[src/hw/rtl/ccwc_pkg.sv]
package ccwc_pkg;

    // Field widths fixed by the interface
    localparam int COIN_W   = 10;
    localparam int AMOUNT_W = 10;
    localparam int WAYS_W   = 64;

    // Configuration port
    localparam int NUM_REGS   = 8;
    localparam int APB_DATA_W = 32;
    localparam int APB_ADDR_W = 5;

    // Defaults for the top-level parameters
    localparam int MAX_AMOUNT_DEF = 1023;
    localparam int NUM_COINS_DEF  = 8;

    typedef logic [COIN_W-1:0] coin_t;
    typedef coin_t [NUM_REGS-1:0] coin_array_t;

    // Denominations after reset
    localparam coin_array_t COIN_RESET = {
        coin_t'(200), coin_t'(100), coin_t'(50), coin_t'(20),
        coin_t'(10),  coin_t'(5),   coin_t'(2),  coin_t'(1)
    };

    // Control for one read-modify-write step of the table sweep
    typedef struct packed {
        logic valid;   // a step is issued this cycle
        logic first;   // first pass: the old entry is taken as 1 at zero, else 0
        logic addend;  // add the entry one coin below
        logic last;    // final step of the query: its sum is the result
        logic reject;  // amount out of range: report zero
    } step_t;

endpackage

[src/hw/rtl/ccwc_seq.sv]
module ccwc_seq #(
    parameter int MAX_AMOUNT = ccwc_pkg::MAX_AMOUNT_DEF,
    parameter int NUM_COINS  = ccwc_pkg::NUM_COINS_DEF
) (
    input  logic                                 clk,
    input  logic                                 rst_n,
    input  logic                                 start,
    input  logic [ccwc_pkg::AMOUNT_W-1:0]        amount,
    input  ccwc_pkg::coin_array_t                coins,
    output logic                                 busy,
    output ccwc_pkg::step_t                      step,
    output logic [$clog2(MAX_AMOUNT+1)-1:0]      addr_hi,
    output logic [$clog2(MAX_AMOUNT+1)-1:0]      addr_lo
);

    localparam int AW  = $clog2(MAX_AMOUNT + 1);
    localparam int CIW = (NUM_COINS > 1) ? $clog2(NUM_COINS) : 1;

    typedef enum logic [1:0] {
        ST_IDLE,
        ST_SWEEP,
        ST_REJECT,
        ST_DRAIN
    } state_t;

    state_t               state_reg, state_next;
    logic [AW-1:0]        amt_reg, amt_next;
    logic [AW-1:0]        a_reg, a_next;
    logic [AW-1:0]        coin_reg, coin_next;
    logic [CIW-1:0]       idx_reg, idx_next;
    logic [NUM_COINS-1:0] active_reg, active_next;

    logic [NUM_COINS-1:0] active_now;
    logic                 nxt_found;
    logic [CIW-1:0]       nxt_idx;
    logic                 pass_end;
    logic                 use_addend;

    // Coins that take part in this query: non-zero and not above the amount
    always_comb
    begin
        for (int i = 0; i < NUM_COINS; i++)
        begin
            active_now[i] = (coins[i] != '0) && (coins[i] <= amount);
        end
    end

    // Next active coin after the current pass, lowest index first
    always_comb
    begin
        nxt_found = 1'b0;
        nxt_idx   = '0;
        for (int i = NUM_COINS - 1; i > 0; i--)
        begin
            if (active_reg[i] && (CIW'(i) > idx_reg))
            begin
                nxt_found = 1'b1;
                nxt_idx   = CIW'(i);
            end
        end
    end

    assign pass_end   = (a_reg == amt_reg);
    assign use_addend = (idx_reg != '0) || (active_reg[0] && (a_reg >= coin_reg));

    // Step issued to the table this cycle
    always_comb
    begin
        step.valid  = (state_reg == ST_SWEEP);
        step.first  = (idx_reg == '0);
        step.addend = use_addend;
        step.last   = (state_reg == ST_SWEEP) && pass_end && !nxt_found;
        step.reject = (state_reg == ST_REJECT);
        addr_hi     = a_reg;
        addr_lo     = use_addend ? (a_reg - coin_reg) : '0;
    end

    assign busy = (state_reg != ST_IDLE);

    // Sweep sequencer: first pass from zero, later passes from their coin, rejects above MAX_AMOUNT
    always_comb
    begin
        state_next  = state_reg;
        amt_next    = amt_reg;
        a_next      = a_reg;
        coin_next   = coin_reg;
        idx_next    = idx_reg;
        active_next = active_reg;
        unique case (state_reg)
            ST_IDLE:
            begin
                if (start)
                begin
                    if (32'(amount) > MAX_AMOUNT)
                    begin
                        state_next = ST_REJECT;
                    end
                    else
                    begin
                        state_next  = ST_SWEEP;
                        amt_next    = AW'(amount);
                        a_next      = '0;
                        idx_next    = '0;
                        coin_next   = AW'(coins[0]);
                        active_next = active_now;
                    end
                end
            end
            ST_SWEEP:
            begin
                if (pass_end)
                begin
                    if (nxt_found)
                    begin
                        idx_next  = nxt_idx;
                        coin_next = AW'(coins[nxt_idx]);
                        a_next    = AW'(coins[nxt_idx]);
                    end
                    else
                    begin
                        state_next = ST_DRAIN;
                    end
                end
                else
                begin
                    a_next = a_reg + 1'b1;
                end
            end
            ST_REJECT:
            begin
                state_next = ST_DRAIN;
            end
            ST_DRAIN:
            begin
                state_next = ST_IDLE;
            end
            default:
            begin
                state_next = ST_IDLE;
            end
        endcase
    end

    always_ff @(posedge clk or negedge rst_n)
    begin
        if (!rst_n)
        begin
            state_reg  <= ST_IDLE;
            amt_reg    <= '0;
            a_reg      <= '0;
            coin_reg   <= '0;
            idx_reg    <= '0;
            active_reg <= '0;
        end
        else
        begin
            state_reg  <= state_next;
            amt_reg    <= amt_next;
            a_reg      <= a_next;
            coin_reg   <= coin_next;
            idx_reg    <= idx_next;
            active_reg <= active_next;
        end
    end

endmodule

[config.mk]
export PLATFORM = sky130hd
export DESIGN_NAME = ccwc_seq
export DESIGN_NICKNAME = d
export VERILOG_FILES = /design/src/hw/rtl/ccwc_pkg.sv /design/src/hw/rtl/ccwc_seq.sv
export SDC_FILE = /design/constraint.sdc
export NUM_CORES = 1
export LEC_CHECK = 0
export ABC_AREA = 1
export ABC_CLOCK_PERIOD_IN_PS = 7460
export CORE_ASPECT_RATIO = 1.5
export CORE_MARGIN = 2
export CORE_UTILIZATION = 35
export DETAILED_ROUTE_END_ITERATION = 8
export DONT_BUFFER_PORTS = 1
export PLACE_DENSITY = 0.52
export SLEW_MARGIN = 10
export SYNTH_ARGS = -nofsm -noshare
export SYNTH_HDL_FRONTEND = slang
export SYNTH_SLANG_ARGS = --single-unit
[constraint.sdc]
create_clock -name clk -period 7.46 [get_ports clk]
set_input_delay 1.492 -clock clk [delete_from_list [all_inputs] [get_ports clk]]
set_output_delay 1.492 -clock clk [all_outputs]
set_load 0.005 [all_outputs]
# Word-level counts from Yosys, hierarchy flattened
# Cells that the tools add are included.
# Widths: inputs -> output; s select.
[word_totals]
register_bits = 43
input_bits = 93
output_inout_bits = 26
elab_cells = 103
[op_classes]
n_addsub = 2
order_cmp = 17
n_eq_ne = 9
n_mux = 32
n_reduce_logical = 37
[ops]
columns = ["op", "count"]
rows = [
  ["$le 10x10->1", 8],
  ["$reduce_bool 10->1", 8],
  ["$mux 10", 7],
  ["$pmux 10 s2", 2],
  ["$bmux 10 s3", 1],
  ["$mux 3", 10],
  ["$logic_and 1x1->1", 18],
  ["$gt 3x3->1 const A", 4],
  ["$add 10x1->10 const B", 1],
  ["$eq 10x10->1", 1],
  ["$ge 10x10->1", 1],
  ["$sub 10x10->10", 1],
  ["$pmux 2 s4", 1],
  ["$mux 1", 7],
  ["$gt 2x3->1 const A", 2],
  ["$mux 2", 3],
  ["$pmux 3 s2", 1],
  ["$reduce_and 3->1", 2],
  ["$eq 2x2->1 const B", 2],
  ["$lt 3x4->1 const B", 1],
  ["$ne 2x1->1 const B", 2],
  ["$ne 2x2->1 const B", 2],
  ["$reduce_and 4->1", 1],
  ["$reduce_bool 2->1", 2],
  ["9 further kinds", 9],
]

# Longest topological paths before layout
[logic_depth]
word_depth = 14
ltp_mapped = 16
mapped_depth_nobuf = 15

# Worst setup path after synthesis
# No wires, ideal clock.
[synth_path]
path_type = "reg-to-output"
startpoint = "register a_reg[0], in the netlist addr_hi[0]"
endpoint = "output addr_lo[7]"
arrival_ns = 2.173
t_required_ns = 5.968
setup_slack_ns = 3.795
stages_incl_launch_ff = 14
n_path_buf = 0
cell_sequence = "dfrtp_1 -> inv_1 -> ha_1 -> inv_1 -> fa_1 -> nand3_1 -> nand3_1 -> nand2_1 -> nand3_1 -> nand2_1 -> a21boi_0 -> o21ai_2 -> nand2_1 -> and3_1"
[synth_via]
elab_chain_cells = 4
elab_cells_between_ends = 5
classes_between = "1 x add/sub; 1 x order compare; 1 x mux; 2 x reduce/logical"
[synth_lines]
columns = ["element", "line", "text"]
rows = [
  ["start, declared", "ccwc_seq.sv:28", "logic [AW-1:0] a_reg, a_next;"],
  ["start signal, assigned", "ccwc_seq.sv:159", "a_reg <= a_next;"],
  ["$ge 10x10->1", "ccwc_seq.sv:64", "assign use_addend = (idx_reg != '0) || (active_reg[0] && (a_reg >= coin_reg));"],
  ["$logic_and 1x1->1", "ccwc_seq.sv:64", ""],
  ["$logic_or 1x1->1", "ccwc_seq.sv:64", ""],
  ["via use_addend", "ccwc_seq.sv:37", "logic use_addend;"],
  ["$mux 10", "ccwc_seq.sv:75", "addr_lo = use_addend ? (a_reg - coin_reg) : '0;"],
  ["end, declared", "ccwc_seq.sv:13", "output logic [$clog2(MAX_AMOUNT+1)-1:0] addr_lo"],
]
# The timed path passes the listed nets, and every way through them passes these cells.

==> reports/metrics.yaml <==
p_sw_frac: 0.577
clk-insertion-delay-late_ps: 290
skew_ps: 6.63
nFillCells: 1770
internal_power_mw: 1.02
met3WireLength_um: 1060
die_h_um: 161
start_util: 0.356
path_clk_slew_ps: 70
clkPwrFrac: 0.093
fmax_mhz: 233
cts_buffer_depth: 2
io_pins: 119
yosys.area_share.simple: 0.348
setup_viol: 0
slew_viol_final: 0
numCtsBuffers: 5
synthesis.area_um2: 5770
drive_gt1_frac: 0.0458
fin_util: 0.374
synth_compound_area_frac: 0.139
rsz0062_at_grt: "no"
power.density_nw_per_um2: 398
wl_met2_um: 10300
start_kind: "flip-flop"
synthMuxAreaShare: 0
path_max_fanout: 9
clockRootBuffer: "clkbuf_16"
wl_per_cell_um: 18.8
seq_power_share: 0.191
final_common_cell: "nand2_1"
wl_um: 19900
vias: 5781
coreArea_um2: 16200
io_buffers: 0
relSlewSlack: 0.529
cts_tree: "yes"
synth_flop_cell: "dfrtp_1"
hp-class: "reg2reg"
final_cell_mix: "nand2_1, nand3_1, inv_1"
finish.instance_area_um2: 6050
maxCapViolations: 0
design.die.area_um2: 17500
place.gp.congestion: 0.883
end_kind: "output port"
ys_seq_area_frac: 0.187
areaGrowthSynthToFinish_pct: 4.92
whs_ps: 480
diodes: 0
worst_pin_slew_ps: 704
drt_iter0_markers: 358
dp_cells: 1050
finalHoldViolCount: 0
final.period_utilization: 0.576
syn_avg_cell_area_um2: 6.66
critPathKind: "reg2out"
overflow: 0
synth_cells: 866
synth-edff-count: 0
net-switching-power_mw: 1.39
synth-xor-area-share: 0.0213
grt_pass1_vias: 5821
status: "finished, final reports clean"
ys_warn_count: 0
fp.dieW_um: 109
grt_pass1_wl_um: 30800
leakage_nw: 3.08
firstDrtPassIters: 5
dp_hpwl_um: 16200
synth_top_family_by_area: "simple AND/OR/NAND/NOR gates"
highest_layer: "met4"
synthAdderAreaFrac: 0.210
fin_cells: 1058
finalSetupTns_ps: 0
ys_types: 53
arrival_ps: 2810
ys_ff_latch: 43
post-route-min-period_ps: 4300
required_ps: 5970
postRouteAntennaNets: 0
postCtsHoldBufs: 0
grt_max_degree: 44
post_cts_buffers: 0
h-tree-depth: 2
grt_util_all_layers: 0.231
met1_length_um: 7780
cts_resized: 0
placed_area_um2: 5900
ys_async_sr_fraction: 1.00
ir_drop_uv: 209
num_rows: 57
finish.net_count: 1040
power_frac_comb: 0.716
post-route-drc-count: 0
cts_sinks: 43
post_drt_via_cell_ratio: 5.46
syn_nets: 1055
antenna_found_initial: 0
==> kinds of logic (layout without fill, tap and decap cells) <==
group / count (synthesis) / in the layout
buf+inv: 132 / 118
compound gates: 140 / 140
simple gates: 441 / 441
fa+ha+maj: 96 / 96
xor+xnor: 14 / 14
flops: 43 / 43
==> power by group through the flow <==
stage	logic [mW]	registers [mW]	clock network, mW
after floorplan	1.39	0.417	0
after global placement	1.71	0.462	0
after detailed placement	1.71	0.465	0
after CTS	1.72	0.462	0.231
after global routing	1.94	0.477	0.238
final	1.72	0.460	0.225
==> per-layer routing <==
layer	vias up	global-route usage
met4	0	0.0862
met1	2634	0.261
li1	2911	-
met3	38	0.0383
met2	198	0.426
met5	-	0
==> through the flow <==
step / power [mW] / setup slack, ps
after floorplan: 1.80 / 3790
after global placement: 2.18 / 3540
after detailed placement: 2.18 / 3460
after CTS: 2.41 / 3120
after global routing: 2.66 / 2890
final: 2.41 / 3160
==> synth_stat cells, drive strengths merged, types with 2 or more instances <==
cell type	number	area, um^2
or2	8	50.1
nor4	17	106
nand2	232	873
xnor2	7	61.3
o311ai	2	17.5
dfrtp	43	1080
a21oi	85	433
buf	19	121
nor3b	2	15.0
a21o	3	22.5
o32ai	3	26.3
nand4	20	138
o21ai	30	176
clkinv	2	7.51
clkbuf	6	23.8
xor2	7	61.3
nand3b	5	50.1
ha	95	1190
nand3	106	551
a21boi	2	15.0
o31ai	2	20.0
nor3	5	25.0
nor2	44	185
inv	105	397
o21a	3	22.5
a31oi	4	25.0
==> final timing paths <==
| check | start | to | slack (ps) | cells past startpoint |
|---|---|---|---|---|
| worst max-delay path | addr_hi[0] | addr_lo[7] | 3160 | 13 |
| worst min-delay path | coin_reg[8] | coin_reg[8] | 480 | 2 |
| worst max register to register | idx_reg[1] | coin_reg[6] | 4810 | 11 |
| worst min register to register | coin_reg[8] | coin_reg[8] | 480 | 2 |
| max in group asynchronous | rst_n | active_reg[1] | 6470 | 0 |
| min in group asynchronous | rst_n | addr_hi[8] | 900 | 0 |
==> worst max-delay path, stage by stage, from the launching register on <==
cell and delay [ps]:
dfrtp_1 480, inv_1 140, ha_1 180, inv_1 50, fa_1 390, nand3_1 100, nand3_1 130, nand2_1 90
nand3_1 110, nand2_1 70, a21boi_0 90, o21ai_2 310, nand2_1 170, and3_1 190
==> final cells by class <==
type,instances,area [um^2],area share
Multi-Input combinational cell,691,4140,0.685
Sequential cell,43,1080,0.178
Inverter,107,404,0.0668
Tap cell,206,258,0.0426
Clock buffer,5,125,0.0207
Clock inverter,3,23.8,0.00393
Timing Repair Buffer,3,22.5,0.00372
No activity file was read; power rests on OpenSTA's default activity.
