**config.mk**
```make
export PLATFORM = sky130hd
export DESIGN_NAME = ccwc_regs
export DESIGN_NICKNAME = d
export VERILOG_FILES = /design/src/hw/rtl/ccwc_pkg.sv /design/src/hw/rtl/ccwc_regs.sv
export SDC_FILE = /design/constraint.sdc
export NUM_CORES = 1
export LEC_CHECK = 0
export ABC_AREA = 0
export BUFFER_PORTS_ARGS = -buffer_cell sky130_fd_sc_hd__buf_2
export CAP_MARGIN = 20
export CORE_MARGIN = 5
export CORE_UTILIZATION = 52
export CTS_CLUSTER_SIZE = 14
export DETAILED_ROUTE_END_ITERATION = 7
export PLACE_DENSITY = 0.95
export SYNTH_ARGS = -nofsm -noshare
export SYNTH_HDL_FRONTEND = slang
export SYNTH_SLANG_ARGS = --single-unit
```
**constraint.sdc**
```tcl
create_clock -name clk -period 3.8 [get_ports clk]
set_input_delay 0.38 -clock clk [delete_from_list [all_inputs] [get_ports clk]]
set_output_delay 0.38 -clock clk [all_outputs]
set_load 0.03 [all_outputs]
```
**src/hw/rtl/ccwc_pkg.sv**
```systemverilog
package ccwc_pkg;

    // Field widths fixed by the interface
    localparam int COIN_W   = 10;
    localparam int AMOUNT_W = 10;
    localparam int WAYS_W   = 64;

    // Configuration port
    localparam int NUM_REGS   = 8;
    localparam int APB_DATA_W = 32;
    localparam int APB_ADDR_W = 5;

    // Defaults for the top-level parameters
    localparam int MAX_AMOUNT_DEF = 1023;
    localparam int NUM_COINS_DEF  = 8;

    typedef logic [COIN_W-1:0] coin_t;
    typedef coin_t [NUM_REGS-1:0] coin_array_t;

    // Denominations after reset
    localparam coin_array_t COIN_RESET = {
        coin_t'(200), coin_t'(100), coin_t'(50), coin_t'(20),
        coin_t'(10),  coin_t'(5),   coin_t'(2),  coin_t'(1)
    };

    // Control for one read-modify-write step of the table sweep
    typedef struct packed {
        logic valid;   // a step is issued this cycle
        logic first;   // first pass: the old entry is taken as 1 at zero, else 0
        logic addend;  // add the entry one coin below
        logic last;    // final step of the query: its sum is the result
        logic reject;  // amount out of range: report zero
    } step_t;

endpackage

```
**src/hw/rtl/ccwc_regs.sv**
```systemverilog
module ccwc_regs (
    input  logic                                clk,
    input  logic                                rst_n,
    input  logic                                psel,
    input  logic                                penable,
    input  logic                                pwrite,
    input  logic [ccwc_pkg::APB_ADDR_W-1:0]     paddr,
    input  logic [ccwc_pkg::APB_DATA_W-1:0]     pwdata,
    output logic [ccwc_pkg::APB_DATA_W-1:0]     prdata,
    output logic                                pready,
    output ccwc_pkg::coin_array_t               coins
);

    logic [2:0]                   index;
    ccwc_pkg::coin_array_t        coins_reg;
    ccwc_pkg::coin_array_t        coins_next;

    // Registers sit on word boundaries
    assign index  = paddr[4:2];
    assign pready = 1'b1;
    assign coins  = coins_reg;

    // Write decode: a transaction completes in the access cycle
    always_comb
    begin
        coins_next = coins_reg;
        if (psel && penable && pwrite)
        begin
            coins_next[index] = pwdata[ccwc_pkg::COIN_W-1:0];
        end
    end

    always_ff @(posedge clk or negedge rst_n)
    begin
        if (!rst_n)
        begin
            coins_reg <= ccwc_pkg::COIN_RESET;
        end
        else
        begin
            coins_reg <= coins_next;
        end
    end

    // Read data is the selected denomination, zero-extended
    assign prdata = ccwc_pkg::APB_DATA_W'(coins_reg[index]);

endmodule

```
# Yosys cells after proc, flatten, opt, wreduce, memory -nomap -nowiden

Index checks and enable logic that the tools add are counted.

Output and inout bits: 113
Flip-flop bits (word level): 80
Logic and storage cells: 18
Input port bits: 42

Order comparisons: 2
Reduce and logical (&&, ||, !) cells: 3
Muxes and demuxes: 5

Operators by type and width:

| operator                                                           | count |
|---|---|
| bitwise mux 80 bit                                                 | 1 |
| binary-select mux 10 bit (select 3 bit)                            | 1 |
| demux 10 bit (select 3 bit)                                        | 1 |
| 2-to-1 mux 10 bit                                                  | 2 |
| < comparator 3 x 4 -> 1 bit (second input constant)                | 1 |
| greater-or-equal comparator 3 x 1 -> 1 bit (second input constant) | 1 |
| logical AND 1 bit                                                  | 3 |

# Depth between registers and ports, before layout

Gate-level depths: netlist of run 1.

Word-level depth: 5
Mapped depth: 6
Depth with buffers taken out: 4

# Worst setup path before layout of run 1

No wires, ideal clock.

Kind: input-to-output
Start: input port paddr[2] in the netlist's numbering
End: output port prdata[7] in the netlist's numbering
Path buffers: 2
Data arrival time: 1681 ps
Required time: 3420 ps
Setup slack: 1739 ps
Cell stages on the path: 5
Cells stage by stage: buf_6 -> buf_2 -> mux2_2 -> a21oi_1 -> o21ai_0

Word-level cells in the longest chain between the ends: 2

Ends and longest elaborated chain:

| element                                 | line            | text |
|---|---|---|
| start: declaration                      | ccwc_regs.sv:7  | `input logic [ccwc_pkg::APB_ADDR_W-1:0] paddr,` |
| binary-select mux 10 bit (select 3 bit) | ccwc_regs.sv:46 | `assign prdata = ccwc_pkg::APB_DATA_W'(coins_reg[index]);` |
| 2-to-1 mux 10 bit (not written as such) | ccwc_regs.sv:46 |  |
| end: declaration                        | ccwc_regs.sv:9  | `output logic [ccwc_pkg::APB_DATA_W-1:0] prdata,` |

Every way passes these cells. The select of a mux whose other input is x is not followed.

# Worst setup path after layout of run 1

Start: input port paddr[2] in the netlist's numbering
End: output port prdata[6] in the netlist's numbering

Same word-level chain as after synthesis.

==> results of run 1 <==
area by class of cell:
| type | instances | area (sq um) |
|---|---|---|
| clock inverters | 4 | 70.1 |
| repair buffers | 108 | 546 |
| multi-input cells | 152 | 1660 |
| flip-flops and latches | 80 | 2020 |
| fillers | 543 | 2660 |
| well taps | 99 | 124 |
| clock buffers | 11 | 131 |
where the power goes:
part	internal, mW	switching, mW
clock network	0.365	0.282
registers	1.04	0.123
logic	0.352	0.623
kinds of logic after synthesis:
logic type      after synthesis  share of synthesized area [%]
simple gates                 15                           2.97
mux                         110                           37.6
compound gates                4                          0.588
buf+inv                      32                           5.88
flops                        80                           52.8
other cells                   2                          0.196
worst min path at each step:
stage | endpoint | slack [ns] | depth (start not counted)
final | coins[8] | 0.16 | 1
after detailed placement | coins[5] | 0.51 | 1
after CTS | coins[8] | 0.22 | 1
after global placement | coins[5] | 0.50 | 1
after floorplan | coins[10] | 0.08 | 0
after global routing | coins[8] | 0.28 | 1
critical path, cell delays in order:
cell    delay [ns]
buf_2         0.56
mux4_2        0.60
mux2_2        0.28
buf_2         0.18
per-layer routing:
metal  GRT usage (%)  up-vias  share of wire (%)
met5               0        -                  0
met4            5.45        0               0.93
met3            4.22        8                6.2
met2            34.6       97                 52
met1            25.9     1256                 41
li1                -     1073                  -
through the flow:
stage	setup WS [ns]	area [sq um]	cells	hold WS, ns
after floorplan	1.74	3910	264	0.0844
after global placement	1.30	4350	439	0.502
after detailed placement	1.27	4350	439	0.510
after CTS	1.38	4560	454	0.221
after global routing	1.24	4560	454	0.276
final	1.42	4560	454	0.161
Yosys cell counts, types with 2 or more instances:
library cell,number,share of area [%]
dfrtp_1,63,41
or3_1,2,0.33
mux4_2,18,11
nor2_2,6,0.98
dfstp_2,17,12
mux2_2,90,26
buf_2,6,0.78
mux2i_1,2,0.52
conb_1,2,0.20
buf_4,24,4.7
nand2b_1,2,0.33
==> impl_metrics.py, run 1 <==
metrics = {
    "grt": {
        "grt_pass1_wl_microns": 13500,
        "grt_overflow_total": 0,
        "grt_antenna_before_repair": 0,
        "grt_max_degree": 81,
        "grt_pass1_vias": 2475,
        "grtUsageTotal_pct": 20.1,
    },
    "synth": {
        "postSynth.asyncResetShare_pct": 100,
        "synth_seq_area_share_pct": 52.8,
        "ys_ff_latch": 80,
        "postSynthAreaPerCell_sq_um": 15.8,
        "yosys_warnings": 0,
        "synth_edf_count": 0,
        "syn-instance-count": 243,
        "ys_types": 22,
        "synth_ff_type": "dfrtp_1",
        "synth_area_sq_um": 3830,
    },
    "hold_path": {
        "min_path_type": "input pin to async pin",
    },
    "floorplan": {
        "dieArea_sq_um": 9180,
        "fp.dieH_microns": 95.8,
        "die_w_microns": 95.8,
        "core_sq_um": 7210,
        "start_util_pct": 53.1,
        "fp-row-count": 31,
        "ioPinCount": 155,
    },
    "route": {
        "wl_per_cell_microns": 19.5,
        "drt_iter0_markers": 80,
        "via_per_inst": 5.36,
        "drc": 0,
        "routed_wl_microns": 8840,
        "ant_nets": 0,
        "vias": 2434,
        "dr.pass1.iters": 4,
    },
    "placement": {
        "dpl.hpwl_microns": 6050,
        "portBuffers": 107,
        "gp_congestion": 0.796,
    },
    "critical_path": {
        "worst-r2r-setup-slack_ns": 3.00,
        "crit_end": "prdata[6]",
        "r2r-start": "coins[57]",
        "critPathMaxFanout": 21,
        "crit_required_ns": 3.42,
        "startpoint": "paddr[2]",
        "cp-end-kind": "primary output",
        "r2r_cells": 1,
        "critPathArrivalTime_ns": 2.00,
        "start_kind": "input pin",
        "crit_type": "input pin to primary output",
        "r2r-end": "coins[57]",
    },
    "clock_tree": {
        "holdBufCountCts": 0,
        "clock_sinks": 80,
        "cts_max_path_buffers": 2,
        "postCtsSetupBuffers": 0,
        "cts_tree": "yes",
        "htreeDepth": 3,
        "path_clk_slew_ns": 0.08,
        "worstSkewPairLatency_ns": 0.34,
        "cts_resized": 0,
        "cts-root-buf": "clkbuf_8",
        "cts_buffers": 9,
    },
    "sta": {
        "rsz0062_at_grt": "false",
        "max_slew_margin_pct": 34.3,
        "fin_crit_sh_pct": 62.7,
        "finalHoldViolations": 0,
        "period_minus_slack_ns": 2.38,
        "fmax_mhz": 419,
        "worst_slew_pin_slew_ns": 0.985,
        "drv_slew": 0,
        "skew_ns": 0,
        "finalSetupViolCount": 0,
        "setup_tns_ns": 0,
    },
    "layout": {
        "antenna-diode-count": 0,
        "largest_register_ffs": 80,
        "area_growth_syn_to_layout_pct": 18.9,
        "utilization_pct": 63.1,
        "layout-drive-gt1-share_pct": 71.5,
        "layout_common_cells": "buf_2 (106), mux2_2 (90), dfrtp_1 (63)",
        "mostFrequentLayoutCell": "buf_2",
        "nets": 393,
    },
    "flow_run": {
        "cap_violations": 0,
    },
    "power_and_ir_drop": {
        "worst_ir_drop_vdd_v": 0.000333,
        "p_leak_nw": 2.24,
        "powerDensity_nw_per_um2": 612,
        "power_mw": 2.79,
    },
    "outcome": {
        "status": "finished, final reports clean",
    },
}
No activity file was read; power rests on OpenSTA's default activity.
==> run 2: changes to the inputs <==
CORE_UTILIZATION = 44   (was 52)
PLACE_DENSITY = 0.87   (was 0.95)
clock period = 2 ns   (was 3.8 ns; I/O delays follow)
==> run 2 against run 1 <==
Against the previous run: clock-buffer cell count shrank 1; first-iteration DRC count shrank 24%; flip-flop and latch count is the same; core utilization shrank 8.4 points; clock power grew 96%; non-clock buffer count grew 13; design area grew 3.2%; wire length grew 6.2%.
==> impl_metrics.py, run 2 (synthesis gave the netlist of run 1 again) <==
metrics = {
    "outcome": {
        "status": "finished, final reports clean",
    },
    "critical_path": {
        "crit_required_ns": 1.80,
        "cp-end-kind": "primary output",
        "start_kind": "flip-flop",
        "critPathMaxFanout": 3,
        "critPathArrivalTime_ns": 1.69,
        "crit_type": "flip-flop to primary output",
        "path_cells": "mux4_2 > mux2_2 > buf_2",
        "worst_path_largest_cell_delay_ns": 0.49,
        "slowest_stage": "mux4_2",
    },
    "sta": {
        "finalHoldViolations": 0,
        "finalSetupViolCount": 0,
        "skew_ns": 0,
        "rsz0062_at_grt": "false",
        "drv_slew": 0,
        "worst_slew_pin_slew_ns": 0.691,
        "period_minus_slack_ns": 1.89,
        "setup_tns_ns": 0,
        "fmax_mhz": 530,
        "fin_crit_sh_pct": 94.4,
        "setup_ws_ns": 0.113,
        "fin_hold_ws_ns": 0.190,
        "max_slew_margin_pct": 54.0,
    },
    "layout": {
        "multi_input_area_sq_um": 1660,
        "largest_register_ffs": 80,
        "nets": 406,
        "fill_cells": 740,
        "antenna-diode-count": 0,
        "area_growth_syn_to_layout_pct": 22.7,
        "layout_common_cells": "buf_2 (106), mux2_2 (90), dfrtp_1 (63)",
        "regArea_sq_um": 2020,
        "mostFrequentLayoutCell": "buf_2",
        "layout-drive-gt1-share_pct": 72.6,
    },
    "route": {
        "vias": 2488,
        "drc": 0,
        "dr.pass1.iters": 4,
        "via_per_inst": 5.22,
        "ant_nets": 0,
        "drt_iter0_markers": 61,
        "routed_wl_microns": 9390,
        "wl_per_cell_microns": 19.7,
    },
    "grt": {
        "grt_antenna_before_repair": 0,
        "grt_pass1_wl_microns": 14400,
        "grtUsageTotal_pct": 18.1,
        "grt_max_degree": 42,
        "grt_pass1_vias": 2554,
        "grt_overflow_total": 0,
    },
    "floorplan": {
        "start_util_pct": 44.6,
        "fp-row-count": 34,
        "ioPinCount": 155,
        "die_w_microns": 103,
        "core_sq_um": 8590,
        "fp.dieH_microns": 103,
        "dieArea_sq_um": 10700,
    },
    "placement": {
        "dp_slack_ns": 0.0582,
        "portBuffers": 107,
        "dpl.hpwl_microns": 6700,
        "gp_congestion": 0.762,
    },
    "clock_tree": {
        "cts_max_path_buffers": 2,
        "cts_tree": "yes",
        "htreeDepth": 3,
        "cts_resized": 0,
        "clock_sinks": 80,
        "path_clk_slew_ns": 0.08,
        "cts-root-buf": "clkbuf_8",
        "worstSkewPairLatency_ns": 0.33,
        "cts_buffers": 9,
    },
    "power_and_ir_drop": {
        "power_mw": 5.36,
        "powerDensity_nw_per_um2": 1140,
        "p_leak_nw": 2.32,
        "worst_ir_drop_vdd_v": 0.000490,
    },
    "hold_path": {
        "min_path_type": "input pin to flip-flop",
    },
    "flow_run": {
        "cap_violations": 0,
    },
}
run 2: layout make-up:
cell class	count	share of cell area [%]
clock inverter	6	1.78
multi-input combinational	152	35.3
timing repair buffer	121	14.3
sequential	80	43.0
tap	108	2.87
clock buffer	10	2.71
run 2: critical path: cells and delay by family (launching register included):
kind                   cells  cell delay (ns)
muxes                      2             0.77
buffers and inverters      1             0.18
DFF                        1             0.41
run 2: final timing paths:
kind,from,endpoint,slack (ns),cells after the start
worst min-delay path,pwdata[3],coins[23],0.19,2
worst max register to register,coins[5],coins[5],1.20,1
worst min register to register,coins[14],coins[14],0.53,1
max in group asynchronous,rst_n,coins[76],0.96,3
min in group asynchronous,rst_n,coins[5],0.37,2
worst max-delay path,coins[56],prdata[6],0.11,3
run 2: repair_timing:
item,CTS,global route
hold endpoints to repair,29,0
hold buffers,1,0
buffers inserted,0,0
run 2: routing by layer:
metal | share of wire [%] | GRT usage [%] | up-vias
met5 | 0 | 0 | -
met4 | 1.5 | 5.48 | 0
met3 | 7.0 | 4.43 | 15
met2 | 50 | 30.3 | 99
met1 | 41 | 23.5 | 1273
li1 | - | - | 1101
run 2: where the power goes:
group	switching (mW)	total (mW)	internal (mW)
clock network	0.570	1.27	0.700
logic	1.19	1.87	0.681
registers	0.236	2.22	1.98
run 2: metrics by stage:
stage          cells  cell area [sq um]  utilization [%]
2_1_floorplan    264               3910                -
3_3_place_gp     460               4480             52.1
3_5_place_dp     460               4480             52.1
4_1_cts          477               4700             54.7
5_1_grt          477               4700             54.7
6_report         477               4700             54.7
